<file path="src/rtl/fprc_pkg.sv">
`default_nettype none

package fprc_pkg;

	localparam int COUNT_WIDTH_DEF = 16;
	localparam int ASIN_ITER_DEF   = 16;

	localparam int ANGLE_W   = 15;
	localparam int ANGLE_MAX = 23040;
	localparam int QUAT_W    = 16;
	localparam int POT_W     = 10;
	localparam int CFG_IDX_W = 3;
	localparam int CFG_DAT_W = 15;
	localparam int OUT_CNT_W = 16;

	// Serial product width, square-root radicand and root widths.
	localparam int PROD_W = 34;
	localparam int RAD_W  = 30;
	localparam int ROOT_W = 15;

	// CORDIC datapath widths.
	localparam int CORD_XY_W = 26;
	localparam int CORD_Z_W  = 25;
	localparam int ATAN_W    = 23;
	localparam int ATAN_IDX_W = 5;

	// Constant divider widths.
	localparam int DIVD_W = 30;
	localparam int DIVS_W = 10;

	// Request codes.
	localparam logic [1:0] REQ_SAMPLE  = 2'd0;
	localparam logic [1:0] REQ_ZERO    = 2'd1;
	localparam logic [1:0] REQ_CLEAR   = 2'd2;
	localparam logic [1:0] REQ_UNUSED  = 2'd3;

	// Configuration register indexes.
	localparam logic [CFG_IDX_W-1:0] REG_SENSOR_MODE = 3'd0;
	localparam logic [CFG_IDX_W-1:0] REG_IMU_HIGH    = 3'd1;
	localparam logic [CFG_IDX_W-1:0] REG_IMU_LOW     = 3'd2;
	localparam logic [CFG_IDX_W-1:0] REG_POT_HIGH    = 3'd3;
	localparam logic [CFG_IDX_W-1:0] REG_POT_LOW     = 3'd4;

	// Arctangent of 2^-i in degrees, Q16.
	function automatic logic [ATAN_W-1:0] atan_q16(input logic [ATAN_IDX_W-1:0] idx);
		logic [ATAN_W-1:0] v;
		unique case (idx)
			5'd0:  v = 23'd2949120;
			5'd1:  v = 23'd1740967;
			5'd2:  v = 23'd919879;
			5'd3:  v = 23'd466945;
			5'd4:  v = 23'd234379;
			5'd5:  v = 23'd117304;
			5'd6:  v = 23'd58666;
			5'd7:  v = 23'd29335;
			5'd8:  v = 23'd14668;
			5'd9:  v = 23'd7334;
			5'd10: v = 23'd3667;
			5'd11: v = 23'd1833;
			5'd12: v = 23'd917;
			5'd13: v = 23'd458;
			5'd14: v = 23'd229;
			5'd15: v = 23'd115;
			5'd16: v = 23'd57;
			5'd17: v = 23'd29;
			5'd18: v = 23'd14;
			5'd19: v = 23'd7;
			5'd20: v = 23'd4;
			5'd21: v = 23'd2;
			5'd22: v = 23'd1;
			default: v = 23'd0;
		endcase
		return v;
	endfunction

endpackage

`default_nettype wire

</file>
<file path="src/rtl/fprc_smul.sv">
`default_nettype none

// Bit-serial a*b - c*d, multiplier bits taken MSB first.
module fprc_smul (
	input  wire logic                                   clk,
	input  wire logic                                   arst_n,
	input  wire logic                                   start,
	input  wire logic signed [fprc_pkg::QUAT_W-1:0]     op_a,
	input  wire logic signed [fprc_pkg::QUAT_W-1:0]     op_b,
	input  wire logic signed [fprc_pkg::QUAT_W-1:0]     op_c,
	input  wire logic signed [fprc_pkg::QUAT_W-1:0]     op_d,
	output logic                                        done,
	output logic signed [fprc_pkg::PROD_W-1:0]          prod
);

	localparam int W  = fprc_pkg::QUAT_W;
	localparam int PW = fprc_pkg::PROD_W;
	localparam int CW = $clog2(W);

	logic signed [W-1:0]  a_q, c_q;
	logic [W-1:0]         b_q, d_q;
	logic signed [PW-1:0] acc_q;
	logic [CW-1:0]        cnt_q;
	logic                 busy_q, done_q;
	logic signed [PW-1:0] ta, tc, sum;

	always_comb begin
		ta  = b_q[W-1] ? PW'(a_q) : '0;
		tc  = d_q[W-1] ? PW'(c_q) : '0;
		sum = ta - tc;
	end

	always_ff @(posedge clk or negedge arst_n) begin
		if (!arst_n) begin
			busy_q <= 1'b0;
			done_q <= 1'b0;
			cnt_q  <= '0;
		end else begin
			done_q <= busy_q && (cnt_q == CW'(W-1));
			if (start) begin
				busy_q <= 1'b1;
				cnt_q  <= '0;
			end else if (busy_q) begin
				cnt_q <= cnt_q + 1'b1;
				if (cnt_q == CW'(W-1)) begin
					busy_q <= 1'b0;
				end
			end
		end
	end

	always_ff @(posedge clk) begin
		if (start) begin
			a_q   <= op_a;
			b_q   <= op_b;
			c_q   <= op_c;
			d_q   <= op_d;
			acc_q <= '0;
		end else if (busy_q) begin
			b_q <= b_q << 1;
			d_q <= d_q << 1;
			// The sign bit of the multiplier carries negative weight.
			if (cnt_q == '0) begin
				acc_q <= -sum;
			end else begin
				acc_q <= (acc_q <<< 1) + sum;
			end
		end
	end

	assign done = done_q;
	assign prod = acc_q;

endmodule

`default_nettype wire

</file>
<file path="src/rtl/fprc_isqrt.sv">
`default_nettype none

// Floor square root, one radix-4 digit of the radicand per cycle.
module fprc_isqrt (
	input  wire logic                            clk,
	input  wire logic                            arst_n,
	input  wire logic                            start,
	input  wire logic [fprc_pkg::RAD_W-1:0]      radicand,
	output logic                                 done,
	output logic [fprc_pkg::ROOT_W-1:0]          root
);

	localparam int RW = fprc_pkg::RAD_W;
	localparam int OW = fprc_pkg::ROOT_W;
	localparam int MW = OW + 3;
	localparam int CW = $clog2(OW);

	logic [RW-1:0] rad_q;
	logic [OW-1:0] root_q;
	logic [MW-1:0] rem_q;
	logic [CW-1:0] cnt_q;
	logic          busy_q, done_q;
	logic [MW-1:0] rem_sh, trial;
	logic          fits;

	always_comb begin
		rem_sh = {rem_q[MW-3:0], rad_q[RW-1:RW-2]};
		trial  = MW'({root_q, 2'b01});
		fits   = rem_sh >= trial;
	end

	always_ff @(posedge clk or negedge arst_n) begin
		if (!arst_n) begin
			busy_q <= 1'b0;
			done_q <= 1'b0;
			cnt_q  <= '0;
		end else begin
			done_q <= busy_q && (cnt_q == CW'(OW-1));
			if (start) begin
				busy_q <= 1'b1;
				cnt_q  <= '0;
			end else if (busy_q) begin
				cnt_q <= cnt_q + 1'b1;
				if (cnt_q == CW'(OW-1)) begin
					busy_q <= 1'b0;
				end
			end
		end
	end

	always_ff @(posedge clk) begin
		if (start) begin
			rad_q  <= radicand;
			root_q <= '0;
			rem_q  <= '0;
		end else if (busy_q) begin
			rad_q  <= rad_q << 2;
			rem_q  <= fits ? rem_sh - trial : rem_sh;
			root_q <= {root_q[OW-2:0], fits};
		end
	end

	assign done = done_q;
	assign root = root_q;

endmodule

`default_nettype wire

</file>
<file path="src/rtl/fprc_cordic.sv">
`default_nettype none

// Iterative CORDIC in vectoring mode; one rotation per cycle.
module fprc_cordic #(
	parameter int ITER = fprc_pkg::ASIN_ITER_DEF
) (
	input  wire logic                                 clk,
	input  wire logic                                 arst_n,
	input  wire logic                                 start,
	input  wire logic [fprc_pkg::ROOT_W-1:0]          cos_in,
	input  wire logic signed [fprc_pkg::QUAT_W-1:0]   sin_in,
	output logic                                      done,
	output logic signed [fprc_pkg::CORD_Z_W-1:0]      angle
);

	localparam int XW = fprc_pkg::CORD_XY_W;
	localparam int ZW = fprc_pkg::CORD_Z_W;
	localparam int CW = (ITER > 1) ? $clog2(ITER) : 1;

	logic signed [XW-1:0] x_q, y_q;
	logic signed [ZW-1:0] z_q;
	logic [CW-1:0]        cnt_q;
	logic                 busy_q, done_q;
	logic signed [XW-1:0] dx, dy;
	logic signed [ZW-1:0] at;

	always_comb begin
		dx = y_q >>> cnt_q;
		dy = x_q >>> cnt_q;
		at = ZW'($signed({1'b0, fprc_pkg::atan_q16(fprc_pkg::ATAN_IDX_W'(cnt_q))}));
	end

	always_ff @(posedge clk or negedge arst_n) begin
		if (!arst_n) begin
			busy_q <= 1'b0;
			done_q <= 1'b0;
			cnt_q  <= '0;
		end else begin
			done_q <= busy_q && (cnt_q == CW'(ITER-1));
			if (start) begin
				busy_q <= 1'b1;
				cnt_q  <= '0;
			end else if (busy_q) begin
				cnt_q <= cnt_q + 1'b1;
				if (cnt_q == CW'(ITER-1)) begin
					busy_q <= 1'b0;
				end
			end
		end
	end

	always_ff @(posedge clk) begin
		if (start) begin
			x_q <= XW'($signed({1'b0, cos_in, 8'b0}));
			y_q <= XW'($signed({sin_in, 8'b0}));
			z_q <= '0;
		end else if (busy_q) begin
			if (y_q >= 0) begin
				x_q <= x_q + dx;
				y_q <= y_q - dy;
				z_q <= z_q + at;
			end else begin
				x_q <= x_q - dx;
				y_q <= y_q + dy;
				z_q <= z_q - at;
			end
		end
	end

	assign done  = done_q;
	assign angle = z_q;

endmodule

`default_nettype wire

</file>
<file path="src/rtl/fprc_cdiv.sv">
`default_nettype none

// Restoring divider, one quotient bit per cycle, small unsigned divisor.
module fprc_cdiv (
	input  wire logic                           clk,
	input  wire logic                           arst_n,
	input  wire logic                           start,
	input  wire logic [fprc_pkg::DIVD_W-1:0]    dividend,
	input  wire logic [fprc_pkg::DIVS_W-1:0]    divisor,
	output logic                                done,
	output logic [fprc_pkg::DIVD_W-1:0]         quotient
);

	localparam int DW = fprc_pkg::DIVD_W;
	localparam int SW = fprc_pkg::DIVS_W;
	localparam int CW = $clog2(DW);

	logic [DW-1:0] quo_q;
	logic [SW-1:0] dsr_q;
	logic [SW:0]   rem_q;
	logic [CW-1:0] cnt_q;
	logic          busy_q, done_q;
	logic [SW:0]   rem_sh;
	logic          fits;

	always_comb begin
		rem_sh = {rem_q[SW-1:0], quo_q[DW-1]};
		fits   = rem_sh >= {1'b0, dsr_q};
	end

	always_ff @(posedge clk or negedge arst_n) begin
		if (!arst_n) begin
			busy_q <= 1'b0;
			done_q <= 1'b0;
			cnt_q  <= '0;
		end else begin
			done_q <= busy_q && (cnt_q == CW'(DW-1));
			if (start) begin
				busy_q <= 1'b1;
				cnt_q  <= '0;
			end else if (busy_q) begin
				cnt_q <= cnt_q + 1'b1;
				if (cnt_q == CW'(DW-1)) begin
					busy_q <= 1'b0;
				end
			end
		end
	end

	// The dividend shifts out of quo_q while quotient bits shift in.
	always_ff @(posedge clk) begin
		if (start) begin
			quo_q <= dividend;
			dsr_q <= divisor;
			rem_q <= '0;
		end else if (busy_q) begin
			rem_q <= fits ? rem_sh - {1'b0, dsr_q} : rem_sh;
			quo_q <= {quo_q[DW-2:0], fits};
		end
	end

	assign done     = done_q;
	assign quotient = quo_q;

endmodule

`default_nettype wire

</file>
<file path="src/rtl/finger_pitch_repetition_counter.sv">
// Path: an IMU sample passes from accept to result through the serial multiplier (twice),
// the square root, the CORDIC, the serial divider and the sequencer steps; a pot sample
// that divides uses the divider only, and other requests go straight to the result step.
// Throughput: one request at a time; the next is taken the cycle after the result is
// registered, and a stalled earlier result holds the sequencer in its result step.
// Reset: asynchronous, active low; clears filter, zero, count, up flag, loads thresholds.
`default_nettype none

module finger_pitch_repetition_counter #(
	parameter int COUNT_WIDTH     = fprc_pkg::COUNT_WIDTH_DEF,
	parameter int ASIN_ITERATIONS = fprc_pkg::ASIN_ITER_DEF
) (
	input  wire logic                                   clk,
	input  wire logic                                   arst_n,
	// Sample request channel.
	input  wire logic                                   sample_valid,
	output logic                                        sample_stall,
	input  wire logic [1:0]                             req_type,
	input  wire logic signed [fprc_pkg::QUAT_W-1:0]     quat_real,
	input  wire logic signed [fprc_pkg::QUAT_W-1:0]     quat_i,
	input  wire logic signed [fprc_pkg::QUAT_W-1:0]     quat_j,
	input  wire logic signed [fprc_pkg::QUAT_W-1:0]     quat_k,
	input  wire logic [fprc_pkg::POT_W-1:0]             pot_sample,
	// Result channel.
	output logic                                        result_valid,
	input  wire logic                                   result_stall,
	output logic [fprc_pkg::ANGLE_W-1:0]                finger_angle,
	output logic                                        finger_up,
	output logic [fprc_pkg::OUT_CNT_W-1:0]              move_count,
	output logic                                        move_done,
	// Configuration write channel.
	input  wire logic                                   cfg_valid,
	output logic                                        cfg_ready,
	input  wire logic [fprc_pkg::CFG_IDX_W-1:0]         cfg_index,
	input  wire logic [fprc_pkg::CFG_DAT_W-1:0]         cfg_data
);

	localparam int AW = fprc_pkg::ANGLE_W;
	localparam int QW = fprc_pkg::QUAT_W;

	// The sequencer walks an IMU request through multiply, square, root,
	// arcsine and the filter divide. Pot samples above the zero go straight to the divider.
	typedef enum logic [9:0] {
		ST_IDLE  = 10'b00_0000_0001,
		ST_PREP  = 10'b00_0000_0010,
		ST_MUL   = 10'b00_0000_0100,
		ST_SQS   = 10'b00_0000_1000,
		ST_SQ    = 10'b00_0001_0000,
		ST_SQRT  = 10'b00_0010_0000,
		ST_CORD  = 10'b00_0100_0000,
		ST_SMS   = 10'b00_1000_0000,
		ST_DIV   = 10'b01_0000_0000,
		ST_FIN   = 10'b10_0000_0000
	} state_t;

	state_t state_q;

	// Configuration registers.
	logic         mode_q;
	logic [AW-1:0] imu_hi_q, imu_lo_q, pot_hi_q, pot_lo_q;

	// Architectural state.
	logic signed [QW-1:0]   smooth_q;
	logic signed [QW-1:0]   zero_q;
	logic                   up_q;
	logic [COUNT_WIDTH-1:0] total_q;

	// Captured request.
	logic [1:0]                     req_q;
	logic signed [QW-1:0]           w_q, i_q, j_q, k_q;
	logic [fprc_pkg::POT_W-1:0]     pot_q;

	// Intermediate results.
	logic signed [QW-1:0]   sin_q;
	logic signed [QW-1:0]   pitch_q;
	logic [AW-1:0]          pot_ang_q;

	// Result register.
	logic                   res_valid_q;
	logic [AW-1:0]          res_angle_q;
	logic                   res_up_q;
	logic [COUNT_WIDTH-1:0] res_total_q;
	logic                   res_done_q;

	// Unit handshakes.
	logic                                   mul_start, mul_done;
	logic signed [QW-1:0]                   mul_a, mul_b, mul_c, mul_d;
	logic signed [fprc_pkg::PROD_W-1:0]     mul_prod;
	logic                                   sqrt_start, sqrt_done;
	logic [fprc_pkg::RAD_W-1:0]             sqrt_rad;
	logic [fprc_pkg::ROOT_W-1:0]            sqrt_root;
	logic                                   cord_start, cord_done;
	logic signed [fprc_pkg::CORD_Z_W-1:0]   cord_z;
	logic                                   div_start, div_done;
	logic [fprc_pkg::DIVD_W-1:0]            div_dividend;
	logic [fprc_pkg::DIVS_W-1:0]            div_divisor;
	logic [fprc_pkg::DIVD_W-1:0]            div_quo;

	logic accept, out_free, is_sample;

	assign accept       = sample_valid && !sample_stall;
	assign sample_stall = (state_q != ST_IDLE);
	assign out_free     = !res_valid_q || !result_stall;
	assign is_sample    = (req_q == fprc_pkg::REQ_SAMPLE) || (req_q == fprc_pkg::REQ_ZERO);
	assign cfg_ready    = 1'b1;

	// The user must send configuration writes only while the block is idle; the block does not enforce it.
	always_ff @(posedge clk or negedge arst_n) begin
		if (!arst_n) begin
			mode_q   <= 1'b0;
			imu_hi_q <= AW'(11520);
			imu_lo_q <= AW'(2560);
			pot_hi_q <= AW'(11520);
			pot_lo_q <= AW'(2560);
		end else if (cfg_valid && cfg_ready) begin
			unique case (cfg_index)
				fprc_pkg::REG_SENSOR_MODE: mode_q   <= cfg_data[0];
				fprc_pkg::REG_IMU_HIGH:    imu_hi_q <= cfg_data;
				fprc_pkg::REG_IMU_LOW:     imu_lo_q <= cfg_data;
				fprc_pkg::REG_POT_HIGH:    pot_hi_q <= cfg_data;
				fprc_pkg::REG_POT_LOW:     pot_lo_q <= cfg_data;
				default: ;
			endcase
		end
	end

	// Pot path: relative reading, then the scaled dividend r*23040 built from
	// shifted copies (23040 = 2^14 + 2^12 + 2^11 + 2^9).
	logic signed [QW:0]          pot_rel;
	logic [fprc_pkg::DIVD_W-1:0] pot_r, pot_scaled;

	always_comb begin
		pot_rel    = $signed({7'b0, pot_q}) - (QW+1)'(zero_q);
		pot_r      = fprc_pkg::DIVD_W'(pot_rel[QW-1:0]);
		pot_scaled = (pot_r << 14) + (pot_r << 12) + (pot_r << 11) + (pot_r << 9);
	end

	// Sine clamp: floor(p / 2^13) limited to one in Q14.
	logic signed [fprc_pkg::PROD_W-14:0] sin_raw;
	logic signed [QW-1:0]                sin_clamped;

	always_comb begin
		sin_raw = mul_prod[fprc_pkg::PROD_W-1:13];
		if (sin_raw > 16384) begin
			sin_clamped = QW'(16384);
		end else if (sin_raw < -16384) begin
			sin_clamped = -QW'(16384);
		end else begin
			sin_clamped = QW'(sin_raw);
		end
	end

	// Pitch rounding to Q8.8 degrees and clamp to plus or minus ninety.
	logic signed [fprc_pkg::CORD_Z_W-1:0] z_rnd;
	logic signed [fprc_pkg::CORD_Z_W-9:0] pitch_raw;
	logic signed [QW-1:0]                 pitch_clamped;

	always_comb begin
		z_rnd     = cord_z + fprc_pkg::CORD_Z_W'(128);
		pitch_raw = z_rnd[fprc_pkg::CORD_Z_W-1:8];
		if (pitch_raw > fprc_pkg::ANGLE_MAX) begin
			pitch_clamped = QW'(fprc_pkg::ANGLE_MAX);
		end else if (pitch_raw < -fprc_pkg::ANGLE_MAX) begin
			pitch_clamped = -QW'(fprc_pkg::ANGLE_MAX);
		end else begin
			pitch_clamped = QW'(pitch_raw);
		end
	end

	// The filter computes floor((2*old + 8*pitch + 5) / 10). A bias of
	// 240000, itself a multiple of ten, keeps the dividend positive and is
	// taken back off the quotient as 24000.
	logic signed [QW-1:0] smooth_old;
	logic signed [31:0]   smooth_num;

	always_comb begin
		smooth_old = (smooth_q == '0) ? pitch_q : smooth_q;
		smooth_num = (32'(smooth_old) <<< 1) + (32'(pitch_q) <<< 3) + 32'sd240005;
	end

	// Unit starts and operand selection.
	always_comb begin
		mul_start  = 1'b0;
		sqrt_start = 1'b0;
		cord_start = 1'b0;
		div_start  = 1'b0;
		mul_a = w_q;
		mul_b = j_q;
		mul_c = k_q;
		mul_d = i_q;
		div_dividend = pot_scaled;
		div_divisor  = fprc_pkg::DIVS_W'(1023);
		sqrt_rad   = fprc_pkg::RAD_W'(34'sd268435456 - mul_prod);
		unique case (state_q)
			ST_PREP: begin
				if (is_sample && !mode_q) begin
					mul_start = 1'b1;
				end else if ((req_q == fprc_pkg::REQ_SAMPLE) && mode_q && (pot_rel > 0)) begin
					div_start = 1'b1;
				end
			end
			ST_SQS: begin
				mul_start = 1'b1;
				mul_a = sin_q;
				mul_b = sin_q;
				mul_c = '0;
				mul_d = '0;
			end
			ST_SQ:   sqrt_start = mul_done;
			ST_SQRT: cord_start = sqrt_done;
			ST_SMS: begin
				div_start    = 1'b1;
				div_dividend = fprc_pkg::DIVD_W'(smooth_num);
				div_divisor  = fprc_pkg::DIVS_W'(10);
			end
			default: ;
		endcase
	end

	// Commit values for the result step.
	logic signed [QW-1:0]   zero_next;
	logic signed [QW:0]     imu_rel;
	logic [AW-1:0]          angle_next, hi_sel, lo_sel;
	logic                   up_next, done_next;
	logic [COUNT_WIDTH-1:0] total_next;

	always_comb begin
		zero_next = zero_q;
		if (req_q == fprc_pkg::REQ_ZERO) begin
			zero_next = mode_q ? QW'({6'b0, pot_q}) : smooth_q;
		end
		imu_rel = (QW+1)'(smooth_q) - (QW+1)'(zero_next);
		if (!is_sample) begin
			angle_next = '0;
		end else if (mode_q) begin
			angle_next = pot_ang_q;
		end else if (imu_rel < 0) begin
			angle_next = '0;
		end else if (imu_rel > fprc_pkg::ANGLE_MAX) begin
			angle_next = AW'(fprc_pkg::ANGLE_MAX);
		end else begin
			angle_next = AW'(imu_rel);
		end
		hi_sel     = mode_q ? pot_hi_q : imu_hi_q;
		lo_sel     = mode_q ? pot_lo_q : imu_lo_q;
		up_next    = up_q;
		total_next = total_q;
		done_next  = 1'b0;
		priority if (req_q == fprc_pkg::REQ_CLEAR) begin
			up_next    = 1'b0;
			total_next = '0;
		end else if (req_q == fprc_pkg::REQ_SAMPLE) begin
			if (!up_q && (angle_next > hi_sel)) begin
				up_next = 1'b1;
			end else if (up_q && (angle_next < lo_sel)) begin
				up_next   = 1'b0;
				done_next = 1'b1;
				// The count holds at its top value; the movement still shows.
				if (total_q != {COUNT_WIDTH{1'b1}}) begin
					total_next = total_q + 1'b1;
				end
			end
		end else begin
		end
	end

	// Sequencer and architectural state.
	always_ff @(posedge clk or negedge arst_n) begin
		if (!arst_n) begin
			state_q     <= ST_IDLE;
			smooth_q    <= '0;
			zero_q      <= '0;
			up_q        <= 1'b0;
			total_q     <= '0;
			res_valid_q <= 1'b0;
		end else begin
			// A new result replaces the one leaving in the same cycle.
			if ((state_q == ST_FIN) && out_free) begin
				res_valid_q <= 1'b1;
			end else if (res_valid_q && !result_stall) begin
				res_valid_q <= 1'b0;
			end
			unique case (state_q)
				ST_IDLE: begin
					if (accept) begin
						state_q <= ST_PREP;
					end
				end
				ST_PREP: begin
					if (mul_start) begin
						state_q <= ST_MUL;
					end else if (div_start) begin
						state_q <= ST_DIV;
					end else begin
						state_q <= ST_FIN;
					end
				end
				ST_MUL:  if (mul_done)  state_q <= ST_SQS;
				ST_SQS:  state_q <= ST_SQ;
				ST_SQ:   if (mul_done)  state_q <= ST_SQRT;
				ST_SQRT: if (sqrt_done) state_q <= ST_CORD;
				ST_CORD: if (cord_done) state_q <= ST_SMS;
				ST_SMS:  state_q <= ST_DIV;
				ST_DIV: begin
					if (div_done) begin
						state_q <= ST_FIN;
						if (!mode_q) begin
							smooth_q <= QW'($signed({1'b0, div_quo[QW-1:0]})
								- (QW+1)'(24000));
						end
					end
				end
				ST_FIN: begin
					if (out_free) begin
						state_q     <= ST_IDLE;
						zero_q      <= zero_next;
						up_q        <= up_next;
						total_q     <= total_next;
					end
				end
				default: state_q <= ST_IDLE;
			endcase
		end
	end

	// Payload registers.
	always_ff @(posedge clk) begin
		if (accept) begin
			req_q <= req_type;
			w_q   <= quat_real;
			i_q   <= quat_i;
			j_q   <= quat_j;
			k_q   <= quat_k;
			pot_q <= pot_sample;
		end
		if ((state_q == ST_MUL) && mul_done) begin
			sin_q <= sin_clamped;
		end
		if ((state_q == ST_CORD) && cord_done) begin
			pitch_q <= pitch_clamped;
		end
		// A pot reading at or below the zero, and any zero capture in pot
		// mode, gives an angle of zero without a divide.
		if (state_q == ST_PREP) begin
			pot_ang_q <= '0;
		end
		if ((state_q == ST_DIV) && div_done) begin
			pot_ang_q <= (div_quo > fprc_pkg::DIVD_W'(fprc_pkg::ANGLE_MAX))
				? AW'(fprc_pkg::ANGLE_MAX) : div_quo[AW-1:0];
		end
		if ((state_q == ST_FIN) && out_free) begin
			res_angle_q <= angle_next;
			res_up_q    <= up_next;
			res_total_q <= total_next;
			res_done_q  <= done_next;
		end
	end

	fprc_smul u_smul (
		.clk      (clk),
		.arst_n   (arst_n),
		.start    (mul_start),
		.op_a     (mul_a),
		.op_b     (mul_b),
		.op_c     (mul_c),
		.op_d     (mul_d),
		.done     (mul_done),
		.prod     (mul_prod)
	);

	fprc_isqrt u_isqrt (
		.clk      (clk),
		.arst_n   (arst_n),
		.start    (sqrt_start),
		.radicand (sqrt_rad),
		.done     (sqrt_done),
		.root     (sqrt_root)
	);

	fprc_cordic #(
		.ITER     (ASIN_ITERATIONS)
	) u_cordic (
		.clk      (clk),
		.arst_n   (arst_n),
		.start    (cord_start),
		.cos_in   (sqrt_root),
		.sin_in   (sin_q),
		.done     (cord_done),
		.angle    (cord_z)
	);

	fprc_cdiv u_cdiv (
		.clk      (clk),
		.arst_n   (arst_n),
		.start    (div_start),
		.dividend (div_dividend),
		.divisor  (div_divisor),
		.done     (div_done),
		.quotient (div_quo)
	);

	assign result_valid = res_valid_q;
	assign finger_angle = res_angle_q;
	assign finger_up    = res_up_q;
	assign move_count   = fprc_pkg::OUT_CNT_W'(res_total_q);
	assign move_done    = res_done_q;

	// A completed movement always leaves the finger down.
	a_done_down: assert property (@(posedge clk) disable iff (!arst_n)
		(result_valid && move_done) |-> !finger_up)
		else $error("movement reported with finger still up");

	// The reported angle never leaves the 0..90 degree range.
	a_angle_range: assert property (@(posedge clk) disable iff (!arst_n)
		result_valid |-> (finger_angle <= AW'(fprc_pkg::ANGLE_MAX)))
		else $error("angle out of range");

	// A new result is only loaded from the result step of the sequencer.
	a_result_src: assert property (@(posedge clk) disable iff (!arst_n)
		$rose(result_valid) |-> $past(state_q == ST_FIN))
		else $error("result raised outside the result step");

	// The up flag only changes when a request completes.
	a_up_commit: assert property (@(posedge clk) disable iff (!arst_n)
		(up_q != $past(up_q)) |-> $past(state_q == ST_FIN))
		else $error("up flag changed mid request");

endmodule

`default_nettype wire

</file>
<file path="config.mk">
export PLATFORM = sky130hd
export DESIGN_NAME = finger_pitch_repetition_counter
export DESIGN_NICKNAME = d
export VERILOG_FILES = /design/src/rtl/fprc_pkg.sv /design/src/rtl/fprc_smul.sv /design/src/rtl/fprc_isqrt.sv /design/src/rtl/fprc_cordic.sv /design/src/rtl/fprc_cdiv.sv /design/src/rtl/finger_pitch_repetition_counter.sv
export SDC_FILE = /design/constraint.sdc
export NUM_CORES = 2
export LEC_CHECK = 0
export BUFFER_PORTS_ARGS = -buffer_cell sky130_fd_sc_hd__buf_4
export CORE_MARGIN = 1
export CORE_UTILIZATION = 62
export DETAILED_ROUTE_END_ITERATION = 8
export MAX_ROUTING_LAYER = met4
export PLACE_DENSITY = 0.8
export SYNTH_ARGS = -nofsm -noshare
export SYNTH_HDL_FRONTEND = slang
export SYNTH_SLANG_ARGS = --single-unit
</file>
<file path="constraint.sdc">
create_clock -name clk -period 10.44 [get_ports clk]
set_input_delay 1.044 -clock clk [delete_from_list [all_inputs] [get_ports clk]]
set_output_delay 1.044 -clock clk [all_outputs]
set_load 0.02 [all_outputs]
</file>
==> flow_metrics.tcl <==
set metrics [dict create \
    rsz0062_at_grt "false" \
    p_leak_nw 18.3 \
    cp-end-kind "register" \
    rr_worst_depth 31 \
    cp_slowest_cell "or4_1" \
    cts_hold_buffers 0 \
    netSwitchingFraction 0.430 \
    rows 93 \
    clk_latency_ns 0.65 \
    path_max_fanout 32 \
    drv_slew 0 \
    post_cts_resized 0 \
    grt_pass1_vias 30966 \
    clock_skew_ns 0.0265 \
    post-cts-setup-buffer-count 0 \
    grt_usage 0.303 \
    dp_hpwl_um 71900 \
    synth_area_leader_cell "edfxtp_1" \
    finalSetupViolCount 0 \
    yosysWarnings 0 \
    cts_root_buf "clkbuf_16" \
    synthCells 4280 \
    synth_edf_count 314 \
    routabilityCongestion 0.976 \
    synth_most_common_cell "nand2_1" \
    route.vias.total 32341 \
    antenna_found_initial 2 \
    comb_power_share 0.587 \
    rr_startpoint "req_q[1]" \
    min_path_type "primary input to async pin" \
    placed_area_um2 42000 \
    crit_arrival_ns 8.33 \
    p_int_w 0.00781 \
    wire_per_inst_um 19.0 \
    yosysSeqAreaShare 0.384 \
    synth_area_um2 40400 \
    cts_made_buffers 60 \
    regToRegSetupSlack_ns 2.62 \
    fp.dieArea_um2 66100 \
    slew_headroom 0.142 \
    clkPwrFrac 0.168 \
    crit_top_cell "a21o_1" \
    io_pins 135 \
    avgSynthCellArea_um2 9.43 \
    cp-start-kind "register" \
    drive_gt1_frac 0.109 \
    worst_path_largest_cell_delay_ns 0.55 \
    grt_overflow 0 \
    io_buffers 133 \
    final_cell_area_um2 44200 \
    syn2layout_area_growth_pct 9.45 \
    cts_max_path_buffers 3 \
    r2r-end "move_count[8]" \
    synth_seq_cells 579 \
    yosys.cell_types.count 96 \
    max_clock_freq_ghz 0.128 \
    grt_max_degree 78 \
    cellPowerDensity_nw_per_um2 310 \
    drv_cap 0 \
    cts_tree "built" \
    nets 4747 \
    crit_type "register to register" \
    p_sw_w 0.00589 \
    antenna_left 0 \
    seq_power_share 0.245 \
    synth_nets 4697 \
    vias_per_cell 6.17 \
    cts_max_level 2 \
    drt_pass1_iterations 6 \
    tns_ns 0 \
    async_reset_ff_frac 0.252 \
    worst_slew_pin_slew_ns 1.27 \
    final_util 0.687 \
    die_y_um 257 \
    fp.dieW_um 257 \
    ir_drop_mv 0.569 \
    ys.flop_type "edfxtp_1" \
    grt_pass1_wl_um 159000 \
    yosys-top-cells-count "nand2_1, nor2_1, edfxtp_1, ha_1, o21ai_0" \
    detail_route.iter0.violations 2835 \
    synth.area.top_cells "edfxtp_1, ha_1, dfrtp_1, dfxtp_1, nand2_1" \
    fin_crit_ns 7.82 \
    start_util 0.627 \
    routed_wl_um 99300 \
    required_ns 10.95 \
    cts.sink_count 579 \
    period_share 0.749 \
    finalHoldViolations 0 \
    clk_transition_reported_paths_ns 0.06 \
    status "finished, final reports clean" \
    synth_top_area_frac 0.234 \
    core_um2 64300 \
    remaining_drc_errors 0 \
    fill_cells 5005 \
]
through the flow:
stage,total power [W],setup slack [ns],cells,hold WS (ns)
floorplan,0.00965,3.37,4280,0.425
detailed placement,0.0113,2.75,5123,0.468
global placement,0.0111,2.92,5123,0.465
global route,0.0148,2.02,5238,0.484
CTS,0.0137,2.76,5236,0.443
finish,0.0137,2.62,5238,0.442
cell usage in the layout (no fill, tap or decap), types with 30 or more instances in the layout:
cell type	netlist	final
nand2_1	517	516
nor2_1	373	371
edfxtp_1	314	314
ha_1	281	281
o21ai_0	279	279
a21oi_1	249	249
xnor2_1	186	186
buf_4	2	172
inv_1	170	170
xor2_1	135	135
dfrtp_1	133	127
mux2i_1	120	120
dfxtp_1	119	119
nand3_1	108	108
a21o_1	90	90
mux2_2	78	78
nor3_1	79	78
nor2b_1	70	70
clkbuf_16	0	62
mux4_2	57	57
and2_1	47	47
o21a_1	46	46
a211oi_1	44	44
nand2b_1	40	40
a31oi_1	39	38
nor4_1	38	38
fa_1	37	37
o21ai_1	34	34
and3_1	34	34
nand4_1	30	30
flip-flops by register name, indices dropped and copies added (netlist names), 25 cells and up:
| register | cells |
|---|---|
| u_cordic.x_q | 26 |
| u_isqrt.rad_q | 30 |
| u_cdiv.quotient | 30 |
| u_smul.prod | 34 |
| u_cordic.angle | 25 |
| u_cordic.y_q | 26 |
critical path: cells and delay by family (launching register included):
kind            cells  cell delay (ns)
fa+ha+maj           3             1.00
simple gates        7             1.43
buf+inv             5             0.90
flops               1             0.35
compound gates     16             3.99
cell type report:
cell class / instances / area (um2) / area share
tap: 855 / 1070 / 0.0242
antenna: 2 / 5.00 / 0.000113
multi-input combinational: 3338 / 23500 / 0.532
timing repair buffer: 173 / 1300 / 0.0295
sequential: 579 / 15500 / 0.351
inverter: 178 / 668 / 0.0151
clock inverter: 35 / 425 / 0.00963
clock buffer: 78 / 1700 / 0.0385
cell families (layout without fill, tap and decap cells):
family          Yosys count  after routing  synth area share
simple gates           1439           1439             0.166
buf+inv                 363            464            0.0351
xor+xnor                321            321            0.0697
fa+ha+maj               319            319             0.106
compound gates         1000           1000             0.155
mux                     258            258            0.0844
flops                   579            579             0.384
other cells               1              3         0.0000929
power by group through the flow:
stage / logic (W) / clock network [W] / registers, W
CTS: 0.00800 / 0.00233 / 0.00335
detailed placement: 0.00786 / 0 / 0.00339
global placement: 0.00772 / 0 / 0.00338
floorplan: 0.00639 / 0 / 0.00326
global route: 0.00900 / 0.00242 / 0.00341
finish: 0.00805 / 0.00230 / 0.00336
per-layer routing:
layer | track usage | vias to the layer above | share of wire
met3 | 0.0337 | 232 | 0.058
met5 | - | - | 0
met4 | 0.116 | 0 | 0.037
met2 | 0.496 | 1019 | 0.48
li1 | - | 15591 | -
met1 | 0.388 | 15499 | 0.42
how the worst max path moves through the flow:
stage | slack (ns) | depth (start not counted) | from | to
after floorplan | 3.37 | 31 | mode_q | total_q[0]
after global placement | 2.92 | 31 | req_q[1] | move_count[10]
after detailed placement | 2.75 | 32 | req_q[1] | move_count[8]
after CTS | 2.76 | 32 | req_q[1] | move_count[8]
after global routing | 2.02 | 32 | req_q[1] | move_count[8]
final | 2.62 | 31 | req_q[1] | move_count[8]
No activity file was read; power rests on OpenSTA's default activity.
